===== config.mk =====
export PLATFORM = sky130hd
export DESIGN_NAME = impedance_magnitude_averager
export DESIGN_NICKNAME = d
export VERILOG_FILES = /design/src/rtl/ima_pkg.sv /design/src/rtl/ima_alu.sv /design/src/rtl/ima_engine.sv /design/src/rtl/impedance_magnitude_averager.sv
export SDC_FILE = /design/constraint.sdc
export NUM_CORES = 1
export LEC_CHECK = 0
export BUFFER_PORTS_ARGS = -buffer_cell sky130_fd_sc_hd__buf_2
export CORE_ASPECT_RATIO = 0.9
export CORE_MARGIN = 8
export CORE_UTILIZATION = 25
export DETAILED_ROUTE_END_ITERATION = 8
export PLACE_DENSITY_LB_ADDON = 0.1
export SLEW_MARGIN = 20
export SYNTH_ARGS = -nofsm -noshare
export SYNTH_HDL_FRONTEND = slang
export SYNTH_SLANG_ARGS = --single-unit

===== constraint.sdc =====
create_clock -name clk -period 7.7 [get_ports clk]
set_clock_uncertainty 0.05 [all_clocks]
set_input_delay 1.155 -clock clk [delete_from_list [all_inputs] [get_ports clk]]
set_output_delay 1.155 -clock clk [all_outputs]
set_load 0.02 [all_outputs]

===== src/rtl/ima_pkg.sv =====
// Shared types and constants for the impedance magnitude averager.
`timescale 1ns / 1ps

package ima_pkg;

	// Configuration register indexes
	localparam logic [1:0] CFG_AVERAGE_COUNT = 2'd0;
	localparam logic [1:0] CFG_INVERSE_GAIN  = 2'd1;

	localparam int CFG_IDX_W   = 2;
	localparam int SAMPLE_W    = 16;
	localparam int COUNT_W     = 8;
	localparam int SCALE_W     = 40;
	localparam int SUM_W       = 48;
	localparam int ALU_W       = 32;
	localparam int ROOT_W      = 16;

	// Iteration counts of the shared compare/subtract unit
	localparam int SQRT_STEPS  = 16;
	localparam int TERM_STEPS  = 40;
	localparam int AVG_STEPS   = 48;
	localparam int STEP_W      = 6;

	localparam logic [SCALE_W-1:0] SCALE_RESET = 40'd256;
	localparam logic [COUNT_W-1:0] COUNT_RESET = 8'd1;

	typedef enum logic [3:0] {
		ST_IDLE,
		ST_SQ_RE,
		ST_SQ_IM,
		ST_SQ_ADD,
		ST_SQRT,
		ST_DIV_TERM,
		ST_ACC,
		ST_DIV_AVG,
		ST_EMIT
	} ima_state_t;

	typedef struct packed {
		logic [SCALE_W-1:0] impedance;
		logic               timeout_flag;
	} ima_res_t;

endpackage


===== src/rtl/ima_alu.sv =====
// Shared compare/subtract unit used by the square root and both divisions.
`timescale 1ns / 1ps

module ima_alu (
	input  logic [ima_pkg::ALU_W-1:0] a,
	input  logic [ima_pkg::ALU_W-1:0] b,
	output logic [ima_pkg::ALU_W-1:0] diff,
	output logic                      ge
);
	import ima_pkg::*;

	logic [ALU_W:0] wide_diff;

	assign wide_diff = {1'b0, a} - {1'b0, b};
	assign diff      = wide_diff[ALU_W-1:0];
	assign ge        = ~wide_diff[ALU_W];

endmodule


===== src/rtl/ima_engine.sv =====
// Sequencer and working registers: square, integer sqrt, divides, accumulate.
`timescale 1ns / 1ps

module ima_engine (
	input  logic                          clk,
	input  logic                          arst_n,
	input  logic                          start,
	input  logic [ima_pkg::SAMPLE_W-1:0]  real_part,
	input  logic [ima_pkg::SAMPLE_W-1:0]  imag_part,
	input  logic                          not_ready,
	input  logic [ima_pkg::SCALE_W-1:0]   scale,
	input  logic [ima_pkg::COUNT_W-1:0]   eff_cnt,
	output logic                          idle,
	output logic                          res_valid,
	input  logic                          res_ready,
	output ima_pkg::ima_res_t             res
);
	import ima_pkg::*;

	ima_state_t state_q, state_d;

	logic [STEP_W-1:0]   step_q;
	logic [SUM_W-1:0]    term_sum_q;
	logic [COUNT_W-1:0]  samples_q;

	logic [SAMPLE_W-1:0] re_abs_q, im_abs_q;
	logic [ALU_W-1:0]    prod_q;
	logic [ALU_W-1:0]    rem_q;
	logic [ALU_W-1:0]    root_q;
	logic [SUM_W-1:0]    quo_q;
	logic [SCALE_W-1:0]  res_imp_q;
	logic                res_to_q;

	logic [SAMPLE_W-1:0] mul_in;
	logic [ALU_W-1:0]    prod;
	logic [ALU_W-1:0]    bit_val;
	logic [ALU_W-1:0]    alu_a, alu_b, alu_diff;
	logic                alu_ge;
	logic [ALU_W-1:0]    root_nx, rem_nx;
	logic [SUM_W-1:0]    quo_nx;
	logic [SUM_W:0]      sum_acc;
	logic [SUM_W-1:0]    sum_sat;
	logic [COUNT_W:0]    samples_inc;
	logic                avg_due;
	logic                step_last;

	// One 16x16 squarer, shared between the two components
	assign mul_in = (state_q == ST_SQ_RE) ? re_abs_q : im_abs_q;
	assign prod   = {{(ALU_W-SAMPLE_W){1'b0}}, mul_in} * {{(ALU_W-SAMPLE_W){1'b0}}, mul_in};

	// sqrt bit weight 4^step; root and bit never overlap, so OR is the add
	assign bit_val = {{(ALU_W-1){1'b0}}, 1'b1} << {step_q[3:0], 1'b0};

	always_comb begin
		if (state_q == ST_SQRT) begin
			alu_a = rem_q;
			alu_b = root_q | bit_val;
		end else begin
			alu_a = {rem_q[ALU_W-2:0], quo_q[SUM_W-1]};
			alu_b = (state_q == ST_DIV_TERM) ? root_q
				: {{(ALU_W-COUNT_W){1'b0}}, eff_cnt};
		end
	end

	ima_alu u_alu (
		.a    (alu_a),
		.b    (alu_b),
		.diff (alu_diff),
		.ge   (alu_ge)
	);

	assign root_nx   = alu_ge ? ((root_q >> 1) | bit_val) : (root_q >> 1);
	assign rem_nx    = alu_ge ? alu_diff : alu_a;
	assign quo_nx    = {quo_q[SUM_W-2:0], alu_ge};
	assign step_last = (step_q == '0);

	assign sum_acc     = {1'b0, term_sum_q} + {{(SUM_W-SCALE_W+1){1'b0}}, quo_q[SCALE_W-1:0]};
	assign sum_sat     = sum_acc[SUM_W] ? {SUM_W{1'b1}} : sum_acc[SUM_W-1:0];
	assign samples_inc = {1'b0, samples_q} + {{COUNT_W{1'b0}}, 1'b1};
	assign avg_due     = (samples_inc >= {1'b0, eff_cnt});

	// Next state
	always_comb begin
		state_d = state_q;
		unique case (state_q)
			ST_IDLE: begin
				if (start) state_d = not_ready ? ST_EMIT : ST_SQ_RE;
			end
			ST_SQ_RE:  state_d = ST_SQ_IM;
			ST_SQ_IM:  state_d = ST_SQ_ADD;
			ST_SQ_ADD: state_d = ST_SQRT;
			ST_SQRT: begin
				if (step_last) state_d = (root_nx == '0) ? ST_ACC : ST_DIV_TERM;
			end
			ST_DIV_TERM: begin
				if (step_last) state_d = ST_ACC;
			end
			ST_ACC: state_d = avg_due ? ST_DIV_AVG : ST_IDLE;
			ST_DIV_AVG: begin
				if (step_last) state_d = ST_EMIT;
			end
			ST_EMIT: begin
				if (res_ready) state_d = ST_IDLE;
			end
			default: state_d = ST_IDLE;
		endcase
	end

	// Outputs
	always_comb begin
		idle             = (state_q == ST_IDLE);
		res_valid        = (state_q == ST_EMIT);
		res.impedance    = res_imp_q;
		res.timeout_flag = res_to_q;
	end

	// Control state and running average
	always_ff @(posedge clk or negedge arst_n) begin
		if (!arst_n) begin
			state_q    <= ST_IDLE;
			step_q     <= '0;
			term_sum_q <= '0;
			samples_q  <= '0;
		end else begin
			state_q <= state_d;
			unique case (state_q)
				ST_IDLE: begin
					if (start && not_ready) begin
						term_sum_q <= '0;
						samples_q  <= '0;
					end
				end
				ST_SQ_ADD: step_q <= STEP_W'(SQRT_STEPS - 1);
				ST_SQRT: begin
					step_q <= step_last ? STEP_W'(TERM_STEPS - 1) : step_q - 1'b1;
				end
				ST_DIV_TERM: step_q <= step_q - 1'b1;
				ST_ACC: begin
					step_q <= STEP_W'(AVG_STEPS - 1);
					if (avg_due) begin
						term_sum_q <= '0;
						samples_q  <= '0;
					end else begin
						term_sum_q <= sum_sat;
						samples_q  <= samples_inc[COUNT_W-1:0];
					end
				end
				ST_DIV_AVG: step_q <= step_q - 1'b1;
				default: ;
			endcase
		end
	end

	// Working registers
	always_ff @(posedge clk) begin
		unique case (state_q)
			ST_IDLE: begin
				if (start) begin
					re_abs_q  <= real_part[SAMPLE_W-1] ? (~real_part + 1'b1) : real_part;
					im_abs_q  <= imag_part[SAMPLE_W-1] ? (~imag_part + 1'b1) : imag_part;
					res_imp_q <= '0;
					res_to_q  <= not_ready;
				end
			end
			ST_SQ_RE: rem_q  <= prod;
			ST_SQ_IM: prod_q <= prod;
			ST_SQ_ADD: begin
				rem_q  <= rem_q + prod_q;
				root_q <= '0;
			end
			ST_SQRT: begin
				root_q <= root_nx;
				if (step_last) begin
					rem_q <= '0;
					quo_q <= (root_nx == '0) ? '0 : {scale, {(SUM_W-SCALE_W){1'b0}}};
				end else begin
					rem_q <= alu_ge ? alu_diff : rem_q;
				end
			end
			ST_DIV_TERM: begin
				rem_q <= rem_nx;
				quo_q <= quo_nx;
			end
			ST_ACC: begin
				rem_q <= '0;
				quo_q <= sum_sat;
			end
			ST_DIV_AVG: begin
				rem_q <= rem_nx;
				quo_q <= quo_nx;
				if (step_last) begin
					res_imp_q <= (quo_nx[SUM_W-1:SCALE_W] != '0) ? {SCALE_W{1'b1}}
						: quo_nx[SCALE_W-1:0];
					res_to_q  <= 1'b0;
				end
			end
			default: ;
		endcase
	end

	// Term division never runs with a zero magnitude
	a_div_nonzero: assert property (@(posedge clk) disable iff (!arst_n)
		state_q == ST_DIV_TERM |-> root_q != '0)
		else $error("term division with zero divisor");

	// Restoring remainder stays below the magnitude
	a_rem_bound: assert property (@(posedge clk) disable iff (!arst_n)
		state_q == ST_DIV_TERM |-> rem_q < root_q)
		else $error("division remainder out of range");

	// A timeout item goes straight to a zero, flagged result with state cleared
	a_timeout: assert property (@(posedge clk) disable iff (!arst_n)
		(state_q == ST_IDLE && start && not_ready) |=>
		(state_q == ST_EMIT && res_to_q && res_imp_q == '0 && samples_q == '0))
		else $error("timeout item handled wrong");

	// A flagged result always carries zero impedance
	a_timeout_zero: assert property (@(posedge clk) disable iff (!arst_n)
		(state_q == ST_EMIT && res_to_q) |-> res_imp_q == '0)
		else $error("timeout result with nonzero impedance");

endmodule


===== src/rtl/impedance_magnitude_averager.sv =====
// Top level: handshakes, configuration registers and output register.
`timescale 1ns / 1ps

// Impedance magnitude averager.
// Input channel (in_valid/in_ready) takes one signed real/imag DFT pair per
// item, or a timeout mark (not_ready = 1). Each pair is reduced to its
// integer magnitude sqrt(re^2 + im^2); inverse_gain_scale / magnitude is added
// to a saturating running sum. After average_count samples the block emits
// the sum divided by the count (Q32.8 ohms, saturated to 40 bits) and clears.
// A timeout item emits impedance 0 with timeout_flag set and clears the sum.
// Rate: one item at a time on a single shared compare/subtract unit.
// A timeout goes from acceptance straight to the emit state. A sample runs 3
// squaring states, 16 sqrt steps, 40 term divide steps and 1 accumulate state
// (a zero magnitude skips the divide). A sample that completes an average adds
// 48 divide steps and the emit state; out_valid rises at the same edge at which
// in_ready comes back.
// in_ready is high only while the sequencer is idle. A finished result sits
// in the output register; if the receiver stalls, the next item is still
// processed and its result waits in the sequencer until the register frees.
// Configuration (cfg_valid/cfg_ready, always ready) is to be written while idle;
// the block does not enforce this. Index 0 average_count (0 acts as 1), index 1
// inverse_gain_scale, others ignored. Reset clears the running sum, count and
// output valid, and loads average_count = 1 and inverse_gain_scale = 1.0.
module impedance_magnitude_averager #(
	parameter int MAX_AVERAGE = 255
) (
	input  logic                          clk,
	input  logic                          arst_n,

	input  logic                          in_valid,
	output logic                          in_ready,
	input  logic signed [ima_pkg::SAMPLE_W-1:0] real_part,
	input  logic signed [ima_pkg::SAMPLE_W-1:0] imag_part,
	input  logic                          not_ready,

	output logic                          out_valid,
	input  logic                          out_ready,
	output logic [ima_pkg::SCALE_W-1:0]   impedance,
	output logic                          timeout_flag,

	input  logic                          cfg_valid,
	output logic                          cfg_ready,
	input  logic [ima_pkg::CFG_IDX_W-1:0] cfg_index,
	input  logic [ima_pkg::SCALE_W-1:0]   cfg_data
);
	import ima_pkg::*;

	localparam logic [16:0] MaxAvg = 17'(MAX_AVERAGE);

	logic [COUNT_W-1:0] avg_count_q;
	logic [SCALE_W-1:0] inv_scale_q;
	logic [COUNT_W-1:0] cnt_nz;
	logic [COUNT_W-1:0] eff_cnt;

	logic               eng_idle;
	logic               res_valid;
	logic               res_ready;
	ima_res_t           res;

	logic               out_valid_q;
	logic [SCALE_W-1:0] impedance_q;
	logic               timeout_q;

	assign cfg_ready = 1'b1;

	// Configuration registers
	always_ff @(posedge clk or negedge arst_n) begin
		if (!arst_n) begin
			avg_count_q <= COUNT_RESET;
			inv_scale_q <= SCALE_RESET;
		end else if (cfg_valid) begin
			unique case (cfg_index)
				CFG_AVERAGE_COUNT: avg_count_q <= cfg_data[COUNT_W-1:0];
				CFG_INVERSE_GAIN:  inv_scale_q <= cfg_data;
				default: ;
			endcase
		end
	end

	// Effective count: zero acts as one, clamp to the build-time maximum
	assign cnt_nz  = (avg_count_q == '0) ? {{(COUNT_W-1){1'b0}}, 1'b1} : avg_count_q;
	assign eff_cnt = ({9'b0, cnt_nz} > MaxAvg) ? MaxAvg[COUNT_W-1:0] : cnt_nz;

	assign in_ready = eng_idle;

	ima_engine u_engine (
		.clk       (clk),
		.arst_n    (arst_n),
		.start     (in_valid && eng_idle),
		.real_part (real_part),
		.imag_part (imag_part),
		.not_ready (not_ready),
		.scale     (inv_scale_q),
		.eff_cnt   (eff_cnt),
		.idle      (eng_idle),
		.res_valid (res_valid),
		.res_ready (res_ready),
		.res       (res)
	);

	// Output register: frees the sequencer while the receiver stalls
	assign res_ready = !out_valid_q || out_ready;

	always_ff @(posedge clk or negedge arst_n) begin
		if (!arst_n) begin
			out_valid_q <= 1'b0;
		end else if (res_ready) begin
			out_valid_q <= res_valid;
		end
	end

	always_ff @(posedge clk) begin
		if (res_valid && res_ready) begin
			impedance_q <= res.impedance;
			timeout_q   <= res.timeout_flag;
		end
	end

	assign out_valid    = out_valid_q;
	assign impedance    = impedance_q;
	assign timeout_flag = timeout_q;

endmodule


==> reports/metrics.yaml <==
placement:
  place_congestion: 0.8249
  io_buffers: 122
  hpwl_um: 71200
  placed_cell_area_um2: 31890
timing:
  post-route-min-period_ns: 7.401
  maxSlewViolCount: 0
  fmaxAchievable_mhz: 135.1
  finalCritPeriodShare_pct: 96.11
  rsz0062_at_grt: "yes"
  setup_viol: 0
  slew_headroom_pct: 28.43
  hold_viol: 0
  tightest_slew_ns: 1.064
detailed_routing:
  ant_nets: 0
  vias: 22840
  wl_met2_um: 39250
  totalWireLength_um: 94780
  drt_iter0_drc: 1640
  top_layer: "met5"
  wl_per_cell_um: 20.00
  drtPass1Iterations: 5
  viasPerCell: 4.819
  wl_met3_um: 4403
  met1_length_um: 49250
  drc_errors: 0
synth:
  yosysWarnings: 0
  synth_top_area_share_pct: 26.39
  ys.flop_type: "edfxtp_1"
  post-synth-top-count-cell: "nand2_1"
  synth_area_leader_cell: "edfxtp_1"
  async_flop_share_pct: 31.00
  synth_edf_count: 256
  synthTopCellsByCount: "nand2_1, inv_1, nor2_1"
  yosysSeqAreaShare_pct: 36.28
  synth-seq-cells: 371
  syn_area_per_cell_um2: 9.699
  synth_cells: 3003
  syn_nets: 3461
  netlist_top_cells_area: "edfxtp_1, fa_1, dfrtp_1"
  synth_area_um2: 29130
  synthDistinctLibCells: 100
min_path:
  hold_path_class: "reg2reg"
die:
  die_w_um: 375.8
  rows: 118
  start_util_pct: 25.26
  dieArea_um2: 127700
  die_y_um: 339.8
  core_um2: 115300
  io_pins: 124
setup_path:
  cpLargestDelayFamily: "adder cells"
  slowest_delay_ns: 0.54
  critPathMostFrequentCell: "inv_1"
  worstPathArrival_ns: 7.71
  cp_num_buf_inv: 10
  path_class: "reg2reg"
  critical_path_required_ns: 8.01
  critPathCaptureType: "flop"
  slowest_stage: "fa_1"
  critPathMaxFanout: 6
  startpoint_type: "flop"
cts:
  cts_buffers: 49
  cts.clk_slew.worst_paths_ns: 0.06
  cts_tree: "yes"
  cts_max_level: 2
  cts_root_buffer: "clkbuf_16"
  cts_sinks: 371
  clk_latency_ns: 0.64
  cts_buffer_depth: 3
global_route:
  first_global_vias: 23540
  overflow: 0
  grt_antenna_before_repair: 2
  track_usage_pct: 14.37
  grt_max_degree: 62
  grt_pass1_wl_um: 145000
layout:
  nets: 3597
  final_area_um2: 33880
  area_growth_pct: 16.32
  num-fill-cells: 12090
  diodes: 0
  drive_gt1_share_pct: 13.09
run:
  maxCapViolCount: 0
status:
  outcome: "finished, final reports clean"
## metrics by stage
stage | setup WS (ns) | TNS [ns] | hold WS [ns] | cells | utilization [%]
after detailed placement | 0.1567 | 0 | 0.3545 | 4638 | 27.66
after global routing | -0.01456 | -0.02518 | 0.3687 | 4739 | 29.38
final | 0.2993 | 0 | 0.3672 | 4739 | 29.38
after CTS | 0.1074 | 0 | 0.3684 | 4729 | 29.10
after global placement | 0.2488 | 0 | 0.3542 | 4637 | 27.63
after floorplan | 0.01042 | 0 | 0.3503 | 3003 | -
## cells in the final DEF, fill, tap and decap left out, drive strengths merged, types with 16 or more instances in the layout
cell type / instances
o21bai: 18
mux2: 49
and3: 18
mux2i: 25
nand4: 23
a21oi: 156
or3: 18
dfrtp: 113
a22o: 16
a31oi: 46
a22oi: 52
nor4: 18
clkbuf: 65
nand2: 342
xor2: 40
xnor2: 110
and2: 27
edfxtp: 256
nand2b: 24
buf: 200
o21ai: 180
fa: 164
a211oi: 17
nor2b: 18
nor2: 285
o21a: 24
o31ai: 26
a21o: 68
inv: 297
ha: 214
nand3: 36
clkinv: 21
o211ai: 19
nor3: 31
## logic make-up after synthesis
kind of cell	Yosys count	share of synthesized area [%]
buffers and inverters	416	5.623
AOI/OAI and AO/OA	732	16.64
muxes	74	2.767
and+or+nand+nor	881	13.70
adders and majority gates	378	20.47
other	1	0.01288
xor gates and xnor gates	150	4.511
DFF	371	36.28
## timing repair
item	CTS	global route
setup endpoints to repair	0	15
setup buffers	0	8
hold buffers	0	0
resized for setup	0	41
## flip-flops by register name (all words and copies together) (netlist names), 4 cells and up
register	cells
u_engine.quo_q	48
u_engine.term_sum_q	48
impedance	40
inv_scale_q	40
u_engine.res_imp_q	40
u_engine.rem_q	32
u_engine.prod_q	31
u_engine.root_q	31
u_engine.im_abs_q	16
u_engine.re_abs_q	16
avg_count_q	8
u_engine.samples_q	8
u_engine.step_q	6
u_engine.state_q	4
## routing by layer
layer | up-vias | GRT usage, %
li1 | 10850 | -
met1 | 11370 | 21.77
met2 | 510 | 21.21
met3 | 106 | 2.517
met4 | 4 | 2.921
met5 | - | 0
## path summary, 6_finish.rpt
| path | from | endpoint | slack (ns) | depth (start not counted) |
|---|---|---|---|---|
| worst max-delay path | u_engine.state_q[3]$_DFFE_PN0P_ | u_engine.rem_q[30]$_DFFE_PP_ | 0.30 | 29 |
| worst min-delay path | u_engine.res_imp_q[26]$_SDFFCE_PP0P_ | impedance[26]$_DFFE_PP_ | 0.37 | 0 |
| worst max register to register | u_engine.state_q[3]$_DFFE_PN0P_ | u_engine.rem_q[30]$_DFFE_PP_ | 0.30 | 29 |
| worst min register to register | u_engine.res_imp_q[26]$_SDFFCE_PP0P_ | impedance[26]$_DFFE_PP_ | 0.37 | 0 |
| max in group asynchronous | arst_n | inv_scale_q[35]$_DFFE_PN0P_ | 5.76 | 2 |
| min in group asynchronous | arst_n | inv_scale_q[6]$_DFFE_PN0P_ | 0.46 | 1 |
## worst register-to-register path, delay by kind of cell (launching register included)
family	cells	cell delay [ns]
XOR/XNOR	1	0.13
adder cells (fa/ha/maj)	7	3.33
buffers and inverters	10	0.87
flip-flops	1	0.42
AND/OR/NAND/NOR	4	0.75
AO/OA/AOI/OAI	6	1.30
multiplexers	1	0.28
## area by class of cell
type,count,area [um2],area share [%]
clock buffer,63,1329,3.922
clock inverter,28,336.6,0.9935
inverter,299,1124,3.317
multi-input combinational,2216,17260,50.96
sequential,371,10570,31.19
tap,1560,1952,5.762
timing repair buffer,202,1305,3.852
Power is not shown: default switching activity piles up to over one toggle a cycle in this logic, so the estimate is an artifact.
